==> src/rtl/core/pdr_pkg.sv <==
package pdr_pkg;

  localparam int MAX_CHANNELS_DEF        = 8;
  localparam int PHASE_FRACTION_BITS_DEF = 16;
  localparam int RESULT_LIMIT            = 8;

  localparam int CFG_INDEX_W = 2;
  localparam int CFG_DATA_W  = 20;

  // Register indexes of the configuration port
  localparam logic [CFG_INDEX_W-1:0] REG_SAMPLE_FORMAT = 2'd0;
  localparam logic [CFG_INDEX_W-1:0] REG_CHANNEL_COUNT = 2'd1;
  localparam logic [CFG_INDEX_W-1:0] REG_STEP_RATIO    = 2'd2;

  typedef enum logic [1:0] {
    FMT_FLOAT32,
    FMT_PCM16,
    FMT_PCM24,
    FMT_PCM32
  } fmt_t;

  localparam logic [3:0]  RST_CHANNEL_COUNT = 4'd2;
  localparam logic [19:0] RST_STEP_RATIO    = 20'd196608;

  // Normalised sample: signed Q31, float inputs saturate at +-8.0
  localparam int Q_W = 36;
  localparam logic [34:0] FLOAT_SAT = 35'h4_0000_0000;

  typedef struct packed {
    logic [31:0] sample_word;
    logic        silent;
  } in_item_t;

  typedef struct packed {
    logic signed [15:0] pcm_sample;
    logic               last_of_frame;
  } out_item_t;

  typedef struct packed {
    logic take;
    logic clamp;
    logic scale;
    logic div_step;
    logic emit;
    logic skip;
  } cmd_t;

  typedef struct packed {
    logic frame_end;
    logic phase_ge_half;
    logic out_free;
    logic emit_last;
  } stat_t;

  function automatic logic signed [Q_W-1:0] float_to_q(input logic [31:0] w);
    logic [7:0]  ex;
    logic [22:0] fr;
    logic [23:0] m;
    logic [7:0]  e;
    logic [7:0]  sh;
    logic [34:0] mag;
    ex = w[30:23];
    fr = w[22:0];
    m  = '0;
    e  = '0;
    sh = '0;
    if (ex == 8'hFF && fr != 23'd0) begin
      mag = '0;
    end else if (ex >= 8'd130) begin
      mag = FLOAT_SAT;
    end else begin
      m = (ex == 8'd0) ? {1'b0, fr} : {1'b1, fr};
      e = (ex == 8'd0) ? 8'd1 : ex;
      if (e >= 8'd119) begin
        mag = {11'd0, m} << (e - 8'd119);
      end else begin
        sh  = 8'd119 - e;
        mag = (sh >= 8'd32) ? 35'd0 : ({11'd0, m} >> sh);
      end
    end
    return w[31] ? -signed'({1'b0, mag}) : signed'({1'b0, mag});
  endfunction

  function automatic logic signed [Q_W-1:0] to_q(input logic [31:0] w, input fmt_t fmt);
    logic signed [Q_W-1:0] r;
    unique case (fmt)
      FMT_FLOAT32: r = float_to_q(w);
      FMT_PCM16:   r = signed'({{4{w[15]}}, w[15:0], 16'd0});
      FMT_PCM24:   r = signed'({{4{w[23]}}, w[23:0], 8'd0});
      FMT_PCM32:   r = signed'({{4{w[31]}}, w});
      default:     r = '0;
    endcase
    return r;
  endfunction

endpackage

==> src/rtl/core/pcm_downmix_resampler.sv <==
// Channel  Handshake            Payload                      Direction
// in       in_valid/in_ready    in_data (sample_word,silent) sink
// out      out_valid/out_ready  out_data (pcm_sample,last)   source
// cfg      cfg_wen              cfg_index, cfg_wdata         sink, no wait
//
// A channel sample that does not end a frame is only added to the running sum.
// The closing sample of a frame goes through clamp, scale and the one-bit-a-cycle
// divider, then the emitter gives one output sample per cycle while the output
// is free (up to eight), or skips the frame when it gives none.
// Synchronous reset, active high, restores register defaults and clears frame and control state.
// A stalled output holds the emitter; input is taken again once the last
// result of the frame sits in the output register, or once a frame gives none.
module pcm_downmix_resampler #(
  parameter int MAX_CHANNELS        = pdr_pkg::MAX_CHANNELS_DEF,
  parameter int PHASE_FRACTION_BITS = pdr_pkg::PHASE_FRACTION_BITS_DEF
) (
  input  logic                            clk,
  input  logic                            rst,
  input  logic                            in_valid,
  output logic                            in_ready,
  input  pdr_pkg::in_item_t               in_data,
  output logic                            out_valid,
  input  logic                            out_ready,
  output pdr_pkg::out_item_t              out_data,
  input  logic                            cfg_wen,
  input  logic [pdr_pkg::CFG_INDEX_W-1:0] cfg_index,
  input  logic [pdr_pkg::CFG_DATA_W-1:0]  cfg_wdata
);

  // numerator width of the divider, one quotient bit per cycle
  localparam int DIV_STEPS = $clog2(MAX_CHANNELS + 1) + 15;

  pdr_pkg::cmd_t  cmd;
  pdr_pkg::stat_t stat;

  pdr_ctrl #(
    .DIV_STEPS (DIV_STEPS)
  ) u_ctrl (
    .clk      (clk),
    .rst      (rst),
    .in_valid (in_valid),
    .stat     (stat),
    .in_ready (in_ready),
    .cmd      (cmd)
  );

  pdr_dpath #(
    .MAX_CHANNELS        (MAX_CHANNELS),
    .PHASE_FRACTION_BITS (PHASE_FRACTION_BITS)
  ) u_dpath (
    .clk       (clk),
    .rst       (rst),
    .cfg_wen   (cfg_wen),
    .cfg_index (cfg_index),
    .cfg_wdata (cfg_wdata),
    .in_data   (in_data),
    .out_ready (out_ready),
    .out_valid (out_valid),
    .out_data  (out_data),
    .cmd       (cmd),
    .stat      (stat)
  );

  // more results of the frame follow a transfer straight away
  a_burst_continues: assert property (@(posedge clk) disable iff (rst)
    out_valid && out_ready && !out_data.last_of_frame |=> out_valid)
    else $error("result burst broke before last_of_frame");

  // the scaled value never reaches the negative full scale
  a_range: assert property (@(posedge clk) disable iff (rst)
    out_valid |-> out_data.pcm_sample != 16'sh8000)
    else $error("output sample out of range");

  // no output is pending and input is open after reset
  a_reset: assert property (@(posedge clk)
    rst |=> in_ready && !out_valid)
    else $error("reset did not open the input");

endmodule

==> src/rtl/core/pdr_ctrl.sv <==
module pdr_ctrl #(
  parameter int DIV_STEPS = 19
) (
  input  logic           clk,
  input  logic           rst,
  input  logic           in_valid,
  input  pdr_pkg::stat_t stat,
  output logic           in_ready,
  output pdr_pkg::cmd_t  cmd
);

  localparam int CNT_W = $clog2(DIV_STEPS);

  typedef enum logic [2:0] {
    S_IDLE,
    S_CLAMP,
    S_SCALE,
    S_DIV,
    S_EMIT
  } state_t;

  state_t           state;
  logic [CNT_W-1:0] div_cnt;

  assign cmd.take     = (state == S_IDLE) && in_valid;
  assign cmd.clamp    = (state == S_CLAMP);
  assign cmd.scale    = (state == S_SCALE);
  assign cmd.div_step = (state == S_DIV);
  assign cmd.skip     = (state == S_EMIT) && stat.phase_ge_half;
  assign cmd.emit     = (state == S_EMIT) && !stat.phase_ge_half && stat.out_free;

  always_ff @(posedge clk) begin
    if (rst) begin
      state    <= S_IDLE;
      in_ready <= 1'b1;
      div_cnt  <= '0;
    end else begin
      unique case (state)
        S_IDLE: begin
          if (in_valid && stat.frame_end) begin
            state    <= S_CLAMP;
            in_ready <= 1'b0;
          end
        end
        S_CLAMP: state <= S_SCALE;
        S_SCALE: begin
          state   <= S_DIV;
          div_cnt <= '0;
        end
        S_DIV: begin
          div_cnt <= div_cnt + CNT_W'(1);
          if (div_cnt == CNT_W'(DIV_STEPS - 1)) state <= S_EMIT;
        end
        S_EMIT: begin
          if (stat.phase_ge_half || (stat.out_free && stat.emit_last)) begin
            state    <= S_IDLE;
            in_ready <= 1'b1;
          end
        end
        default: begin
          state    <= S_IDLE;
          in_ready <= 1'b1;
        end
      endcase
    end
  end

endmodule

==> src/rtl/core/pdr_dpath.sv <==
module pdr_dpath #(
  parameter int MAX_CHANNELS        = pdr_pkg::MAX_CHANNELS_DEF,
  parameter int PHASE_FRACTION_BITS = pdr_pkg::PHASE_FRACTION_BITS_DEF
) (
  input  logic                             clk,
  input  logic                             rst,
  input  logic                             cfg_wen,
  input  logic [pdr_pkg::CFG_INDEX_W-1:0]  cfg_index,
  input  logic [pdr_pkg::CFG_DATA_W-1:0]   cfg_wdata,
  input  pdr_pkg::in_item_t                in_data,
  input  logic                             out_ready,
  output logic                             out_valid,
  output pdr_pkg::out_item_t               out_data,
  input  pdr_pkg::cmd_t                    cmd,
  output pdr_pkg::stat_t                   stat
);

  localparam int CW     = $clog2(MAX_CHANNELS + 1);
  localparam int SUM_W  = CW + 36;
  localparam int MAG_W  = SUM_W - 1;
  localparam int PROD_W = MAG_W + 15;
  localparam int NUM_W  = CW + 15;
  localparam int PH_W   = PHASE_FRACTION_BITS + 6;
  localparam int N_W    = $clog2(pdr_pkg::RESULT_LIMIT);
  localparam int STW_W  = 20 + PHASE_FRACTION_BITS;

  localparam logic signed [PH_W-1:0] ONE  = signed'(PH_W'(1) << PHASE_FRACTION_BITS);
  localparam logic signed [PH_W-1:0] HALF = signed'(PH_W'(1) << (PHASE_FRACTION_BITS - 1));

  pdr_pkg::fmt_t fmt;
  logic [3:0]    chan_cfg;
  logic [19:0]   ratio;

  logic [CW-1:0]            chans;
  logic [CW-1:0]            idx;
  logic [CW-1:0]            div_c;
  logic signed [SUM_W-1:0]  sum;
  logic signed [SUM_W-1:0]  q_ext;
  logic signed [SUM_W-1:0]  lim;
  logic signed [SUM_W-1:0]  s_clamp;
  logic                     mute_acc;
  logic                     mute;
  logic                     neg;
  logic [MAG_W-1:0]         mag;
  logic [PROD_W-1:0]        prod;
  logic [NUM_W-1:0]         num;
  logic [CW-1:0]            rem;
  logic [CW:0]              r2;
  logic                     qbit;
  logic signed [15:0]       q16;
  logic signed [15:0]       val;
  logic [N_W-1:0]           n;
  logic signed [PH_W-1:0]   phase;
  logic signed [PH_W-1:0]   step;
  logic signed [PH_W-1:0]   ph_add;
  logic signed [PH_W-1:0]   ph_final;
  logic [STW_W-1:0]         step_wide;
  logic                     last;

  always_ff @(posedge clk) begin
    if (rst) begin
      fmt      <= pdr_pkg::FMT_PCM16;
      chan_cfg <= pdr_pkg::RST_CHANNEL_COUNT;
      ratio    <= pdr_pkg::RST_STEP_RATIO;
    end else if (cfg_wen) begin
      unique case (cfg_index)
        pdr_pkg::REG_SAMPLE_FORMAT: fmt      <= pdr_pkg::fmt_t'(cfg_wdata[1:0]);
        pdr_pkg::REG_CHANNEL_COUNT: chan_cfg <= cfg_wdata[3:0];
        pdr_pkg::REG_STEP_RATIO:    ratio    <= cfg_wdata;
        default: ;
      endcase
    end
  end

  always_comb begin
    if (chan_cfg == 4'd0) chans = CW'(1);
    else if (int'(chan_cfg) > MAX_CHANNELS) chans = CW'(MAX_CHANNELS);
    else chans = CW'(chan_cfg);
  end

  assign q_ext = SUM_W'(pdr_pkg::to_q(in_data.sample_word, fmt));
  assign stat.frame_end = ({1'b0, idx} + (CW+1)'(1)) >= {1'b0, chans};

  assign lim     = signed'(SUM_W'(div_c) << 31);
  assign s_clamp = (sum > lim) ? lim : ((sum < -lim) ? -lim : sum);
  assign prod    = {mag, 15'd0} - PROD_W'(mag);

  assign r2   = {rem, num[NUM_W-1]};
  assign qbit = r2 >= {1'b0, div_c};

  assign q16 = signed'(num[15:0]);
  assign val = mute ? 16'sd0 : (neg ? -q16 : q16);

  assign step_wide = {ratio, {PHASE_FRACTION_BITS{1'b0}}} >> 16;
  assign step      = signed'(PH_W'(step_wide));
  assign ph_add    = phase + step;
  assign last      = (ph_add >= HALF) || (n == N_W'(pdr_pkg::RESULT_LIMIT - 1));
  assign ph_final  = ((ph_add < HALF) ? HALF : ph_add) - ONE;

  assign stat.phase_ge_half = phase >= HALF;
  assign stat.out_free      = !out_valid || out_ready;
  assign stat.emit_last     = last;

  // Frame accumulation and control-side state
  always_ff @(posedge clk) begin
    if (rst) begin
      sum      <= '0;
      idx      <= '0;
      mute_acc <= 1'b0;
      phase    <= '0;
      n        <= '0;
      out_valid <= 1'b0;
    end else begin
      if (cmd.take) begin
        sum      <= sum + q_ext;
        mute_acc <= mute_acc | in_data.silent;
        idx      <= stat.frame_end ? '0 : idx + CW'(1);
      end
      if (cmd.clamp) begin
        sum      <= '0;
        mute_acc <= 1'b0;
      end
      if (cmd.scale) n <= '0;
      if (cmd.skip) phase <= phase - ONE;
      if (cmd.emit) begin
        phase     <= last ? ph_final : ph_add;
        n         <= n + N_W'(1);
        out_valid <= 1'b1;
      end else if (out_ready) begin
        out_valid <= 1'b0;
      end
    end
  end

  // Scaling, divider and output payload
  always_ff @(posedge clk) begin
    if (cmd.take && stat.frame_end) div_c <= chans;
    if (cmd.clamp) begin
      neg  <= s_clamp < 0;
      mag  <= MAG_W'((s_clamp < 0) ? -s_clamp : s_clamp);
      mute <= mute_acc | 1'b0;
    end
    if (cmd.scale) begin
      num <= NUM_W'(prod >> 31);
      rem <= '0;
    end
    if (cmd.div_step) begin
      rem <= qbit ? CW'(r2 - {1'b0, div_c}) : CW'(r2);
      num <= {num[NUM_W-2:0], qbit};
    end
    if (cmd.emit) begin
      out_data.pcm_sample    <= val;
      out_data.last_of_frame <= last;
    end
  end

endmodule

==> config.mk <==
export PLATFORM = sky130hd
export DESIGN_NAME = pcm_downmix_resampler
export DESIGN_NICKNAME = d
export VERILOG_FILES = /design/src/rtl/core/pdr_pkg.sv /design/src/rtl/core/pcm_downmix_resampler.sv /design/src/rtl/core/pdr_ctrl.sv /design/src/rtl/core/pdr_dpath.sv
export SDC_FILE = /design/constraint.sdc
export NUM_CORES = 1
export LEC_CHECK = 0
export BUFFER_PORTS_ARGS = -buffer_cell sky130_fd_sc_hd__buf_2
export CAP_MARGIN = 30
export CORE_ASPECT_RATIO = 1.25
export CORE_MARGIN = 5
export CORE_UTILIZATION = 51
export CTS_CLUSTER_SIZE = 14
export DETAILED_ROUTE_END_ITERATION = 6
export GPL_TIMING_DRIVEN = 0
export PLACE_DENSITY = 0.71
export SLEW_MARGIN = 20
export SYNTH_ARGS = -nofsm -noshare
export SYNTH_HDL_FRONTEND = slang
export SYNTH_HIERARCHICAL = 1
export SYNTH_SLANG_ARGS = --single-unit
==> constraint.sdc <==
create_clock -name clk -period 9.25 [get_ports clk]
set_input_delay 1.85 -clock clk [delete_from_list [all_inputs] [get_ports clk]]
set_output_delay 1.85 -clock clk [all_outputs]
set_load 0.01 [all_outputs]
==> results.cfg <==
[outcome]
run_status = finished clean

[cells_and_area]
final_cell_mix = 237 x sky130_fd_sc_hd__nor2_1, 203 x sky130_fd_sc_hd__nand2_1, 161 x sky130_fd_sc_hd__a21oi_1
area.growth.synth_to_final_pct = 10.0
final_area_mm2 = 0.0203
insertedDiodeCount = 0
layout.filler_cells = 3369
layout.area.seq_mm2 = 0.00467
share_of_cells_above_drive_strength_1_pct = 11.0
final_net_count = 2545
postLayoutCoreUtil_pct = 56.4
finish.cell_count_without_fillers = 2854
final_common_cell = sky130_fd_sc_hd__nor2_1
multiInputGateArea_mm2 = 0.0131

[worst_setup_path]
critical-path-max-stage-delay_ps = 600
critical_path_buf_inv_count = 6
worst_path_max_delay_cell = sky130_fd_sc_hd__nor4_2
crit_startpoint = in_data[25]
crit_type = primary input to register
timing.critical_path.from_type = primary input
end_kind = register
worst-endpoint-required_ps = 9560
ff2ff_path_depth = 18
cp.depth = 30
path_delay_family = simple AND/OR/NAND/NOR gates
critical_path.endpoint = u_dpath/sum[38]$_SDFFE_PP0P_
r2r_end = u_dpath/mag[24]$_DFFE_PP_
r2r-start = u_dpath/sum[8]$_SDFFE_PP0P_
worst-endpoint-arrival_ps = 9410
cp_max_fo = 10
regToRegSetupSlack_ps = 3240

[timing]
fin_tns_setup_ps = 0
fin_crit_sh_pct = 98.3
tightest_slew_ps = 1150
fmax_mhz = 110
hold_ws_ps = 462
setup_viol_count_final = 0
slew_headroom_pct = 21.6
final_critical_path_setup_slack_ps = 155
clock_skew_ps = 9.46
final_period_minus_worst_setup_slack_ps = 9100
timing.final.hold_violations = 0
number_of_pins_with_negative_max_slew_slack_in_the_final_report = 0
rsz_0062_raised_after_global_routing = no

[placement]
placed_cell_area_mm2 = 0.0195
gp_routability_congestion = 1.12
dp_slack_ps = -1170
placed_cells_incl_taps = 2820
count_of_buffers_from_port_buffering = 70
dp_hpwl_um = 55600

[floorplan]
floorplan.rows = 78
die_h_um = 223
initial_core_util_pct = 51.3
fp.coreArea_mm2 = 0.0360
die-area_mm2 = 0.0401
die_x_um = 180
ios = 79

[global_routing]
first_global_vias = 18400
wire_length_of_the_first_global_routing_pass_um = 107000
grt_overflow_total = 0
groute.usage.overall_pct = 34.4
maximum_number_of_pins_on_one_net_before_global_route_repair = 24
antenna_violations_before_repair = 1

[power]
report.power.total_mw = 3.98
power_leakage_nw = 8.15
vdd.ir_drop.worst_mv = 0.162
pwr_density_cell_mw_per_mm2 = 196

[drt]
drt-initial-drc-count = 1655
routed_wl_um = 71200
drc = 0
wl_per_cell_um = 24.9
via_count = 18800
average_via_count_per_standard_cell = 6.59
drt-pass1-iter-count = 5
antenna_viol_nets_final = 0

[synthesis]
synth-edff-count = 85
post_synth_inst_count = 2263
yosysUniqueCellTypes = 106
synth_seq_area_share_pct = 25.3
ys.flop_type = sky130_fd_sc_hd__dfxtp_1
synth_warnings = 6
ys_ff_latch = 191
synth.net_count = 2447
synth_async_sr_flop_share_pct = 0
mean_area_per_synthesized_cell_um2 = 8.16
synthesis.area_mm2 = 0.0185

[clock_network]
cts_buffers = 17
clk-insertion-delay-late_ps = 450
cts-root-buf = sky130_fd_sc_hd__clkbuf_16
clock_path_buffers = 2
hold_buffers = 0
cts.htree.levels = 4
tritoncts = yes
postCtsSetupRepairBufs = 0
clkTransAtPathRegs_ps = 70
clock_sinks = 191

[job]
max-cap-violations = 0

[hold_path]
hold_class = register to register
-- layout make-up --
class	instances	area share (%)
Multi-Input combinational cell	1857	64.5
Sequential cell	191	23.0
Tap cell	480	2.96
Buffer	128	2.91
Clock buffer	21	2.43
Timing Repair Buffer	79	2.05
Inverter	87	1.63
Clock inverter	11	0.499
-- power by group --
part	switching [mW]	internal, mW
clock network	0.330	0.412
registers	0.142	1.07
logic	1.25	0.773
total	1.73	2.25
-- metal layers --
layer  share of wire, %  track usage [%]  up-vias
li1                   -                -     8716
met1                 35             35.3     8808
met2                 48             59.6      898
met3                6.6             6.42      376
met4                 11             30.2        2
met5              0.015                0        -
-- how the worst min path moves through the flow --
stage	to	startpoint	cells past startpoint	slack, ps
3_5_place_dp	u_dpath/mute$_DFFE_PP_	u_dpath/mute_acc$_SDFFE_PP0P_	0	440
3_3_place_gp	u_dpath/mute$_DFFE_PP_	u_dpath/mute_acc$_SDFFE_PP0P_	0	430
6_report	u_dpath/mute$_DFFE_PP_	u_dpath/mute_acc$_SDFFE_PP0P_	0	460
5_1_grt	u_dpath/mute$_DFFE_PP_	u_dpath/mute_acc$_SDFFE_PP0P_	0	470
2_1_floorplan	u_dpath/mute$_DFFE_PP_	u_dpath/mute_acc$_SDFFE_PP0P_	0	410
4_1_cts	u_dpath/mute$_DFFE_PP_	u_dpath/mute_acc$_SDFFE_PP0P_	0	450
-- kinds of logic after synthesis --
family	Yosys count	synth area share (%)
compound gates	722	27.3
xor+xnor	141	6.69
fa+ha+maj	124	8.53
buf+inv	215	4.76
flops	191	25.3
mux	94	6.79
simple gates	776	20.6
-- flip-flops by register name (all words and copies together), names as in the netlist --
register	count
u_dpath/n	3
u_ctrl/in_ready	1
u_dpath/neg	1
u_dpath/div_c	4
u_dpath/ratio	20
u_ctrl/div_cnt	5
u_dpath/phase	22
u_dpath/sum	40
u_dpath/num	19
u_dpath/mute	1
u_dpath/chan_cfg	4
u_dpath/mute_acc	1
u_ctrl/state	3
u_dpath/idx	4
u_dpath/rem	4
u_dpath/out_data	17
u_dpath/out_valid	1
u_dpath/fmt	2
u_dpath/mag	39
-- cell usage after synthesis (26+ instances only) --
| cell | instances | area share (%) |
|---|---|---|
| sky130_fd_sc_hd__a21o_1 | 48 | 2.0 |
| sky130_fd_sc_hd__edfxtp_1 | 85 | 14 |
| sky130_fd_sc_hd__nand2_1 | 203 | 4.1 |
| sky130_fd_sc_hd__nor2b_1 | 27 | 0.92 |
| sky130_fd_sc_hd__and2_1 | 26 | 0.88 |
| sky130_fd_sc_hd__nor3_1 | 52 | 1.4 |
| sky130_fd_sc_hd__o22ai_1 | 30 | 1.0 |
| sky130_fd_sc_hd__mux2i_1 | 53 | 2.9 |
| sky130_fd_sc_hd__o21ai_0 | 123 | 3.3 |
| sky130_fd_sc_hd__ha_1 | 121 | 8.2 |
| sky130_fd_sc_hd__xor2_1 | 55 | 2.6 |
| sky130_fd_sc_hd__nor2_1 | 239 | 4.9 |
| sky130_fd_sc_hd__a211oi_1 | 26 | 1.1 |
| sky130_fd_sc_hd__nand3_1 | 45 | 1.2 |
| sky130_fd_sc_hd__xnor2_1 | 86 | 4.1 |
| sky130_fd_sc_hd__clkbuf_1 | 87 | 1.8 |
| sky130_fd_sc_hd__dfxtp_1 | 106 | 11 |
| sky130_fd_sc_hd__a21oi_1 | 162 | 4.4 |
| sky130_fd_sc_hd__nand2b_1 | 34 | 1.2 |
| sky130_fd_sc_hd__inv_1 | 86 | 1.7 |
-- repair_timing --
item / CTS / global route
pin swaps: 0 / 3
gates resized for setup: 11 / 51
setup endpoints to repair: 10 / 15
(Power assumes the default switching activity.)
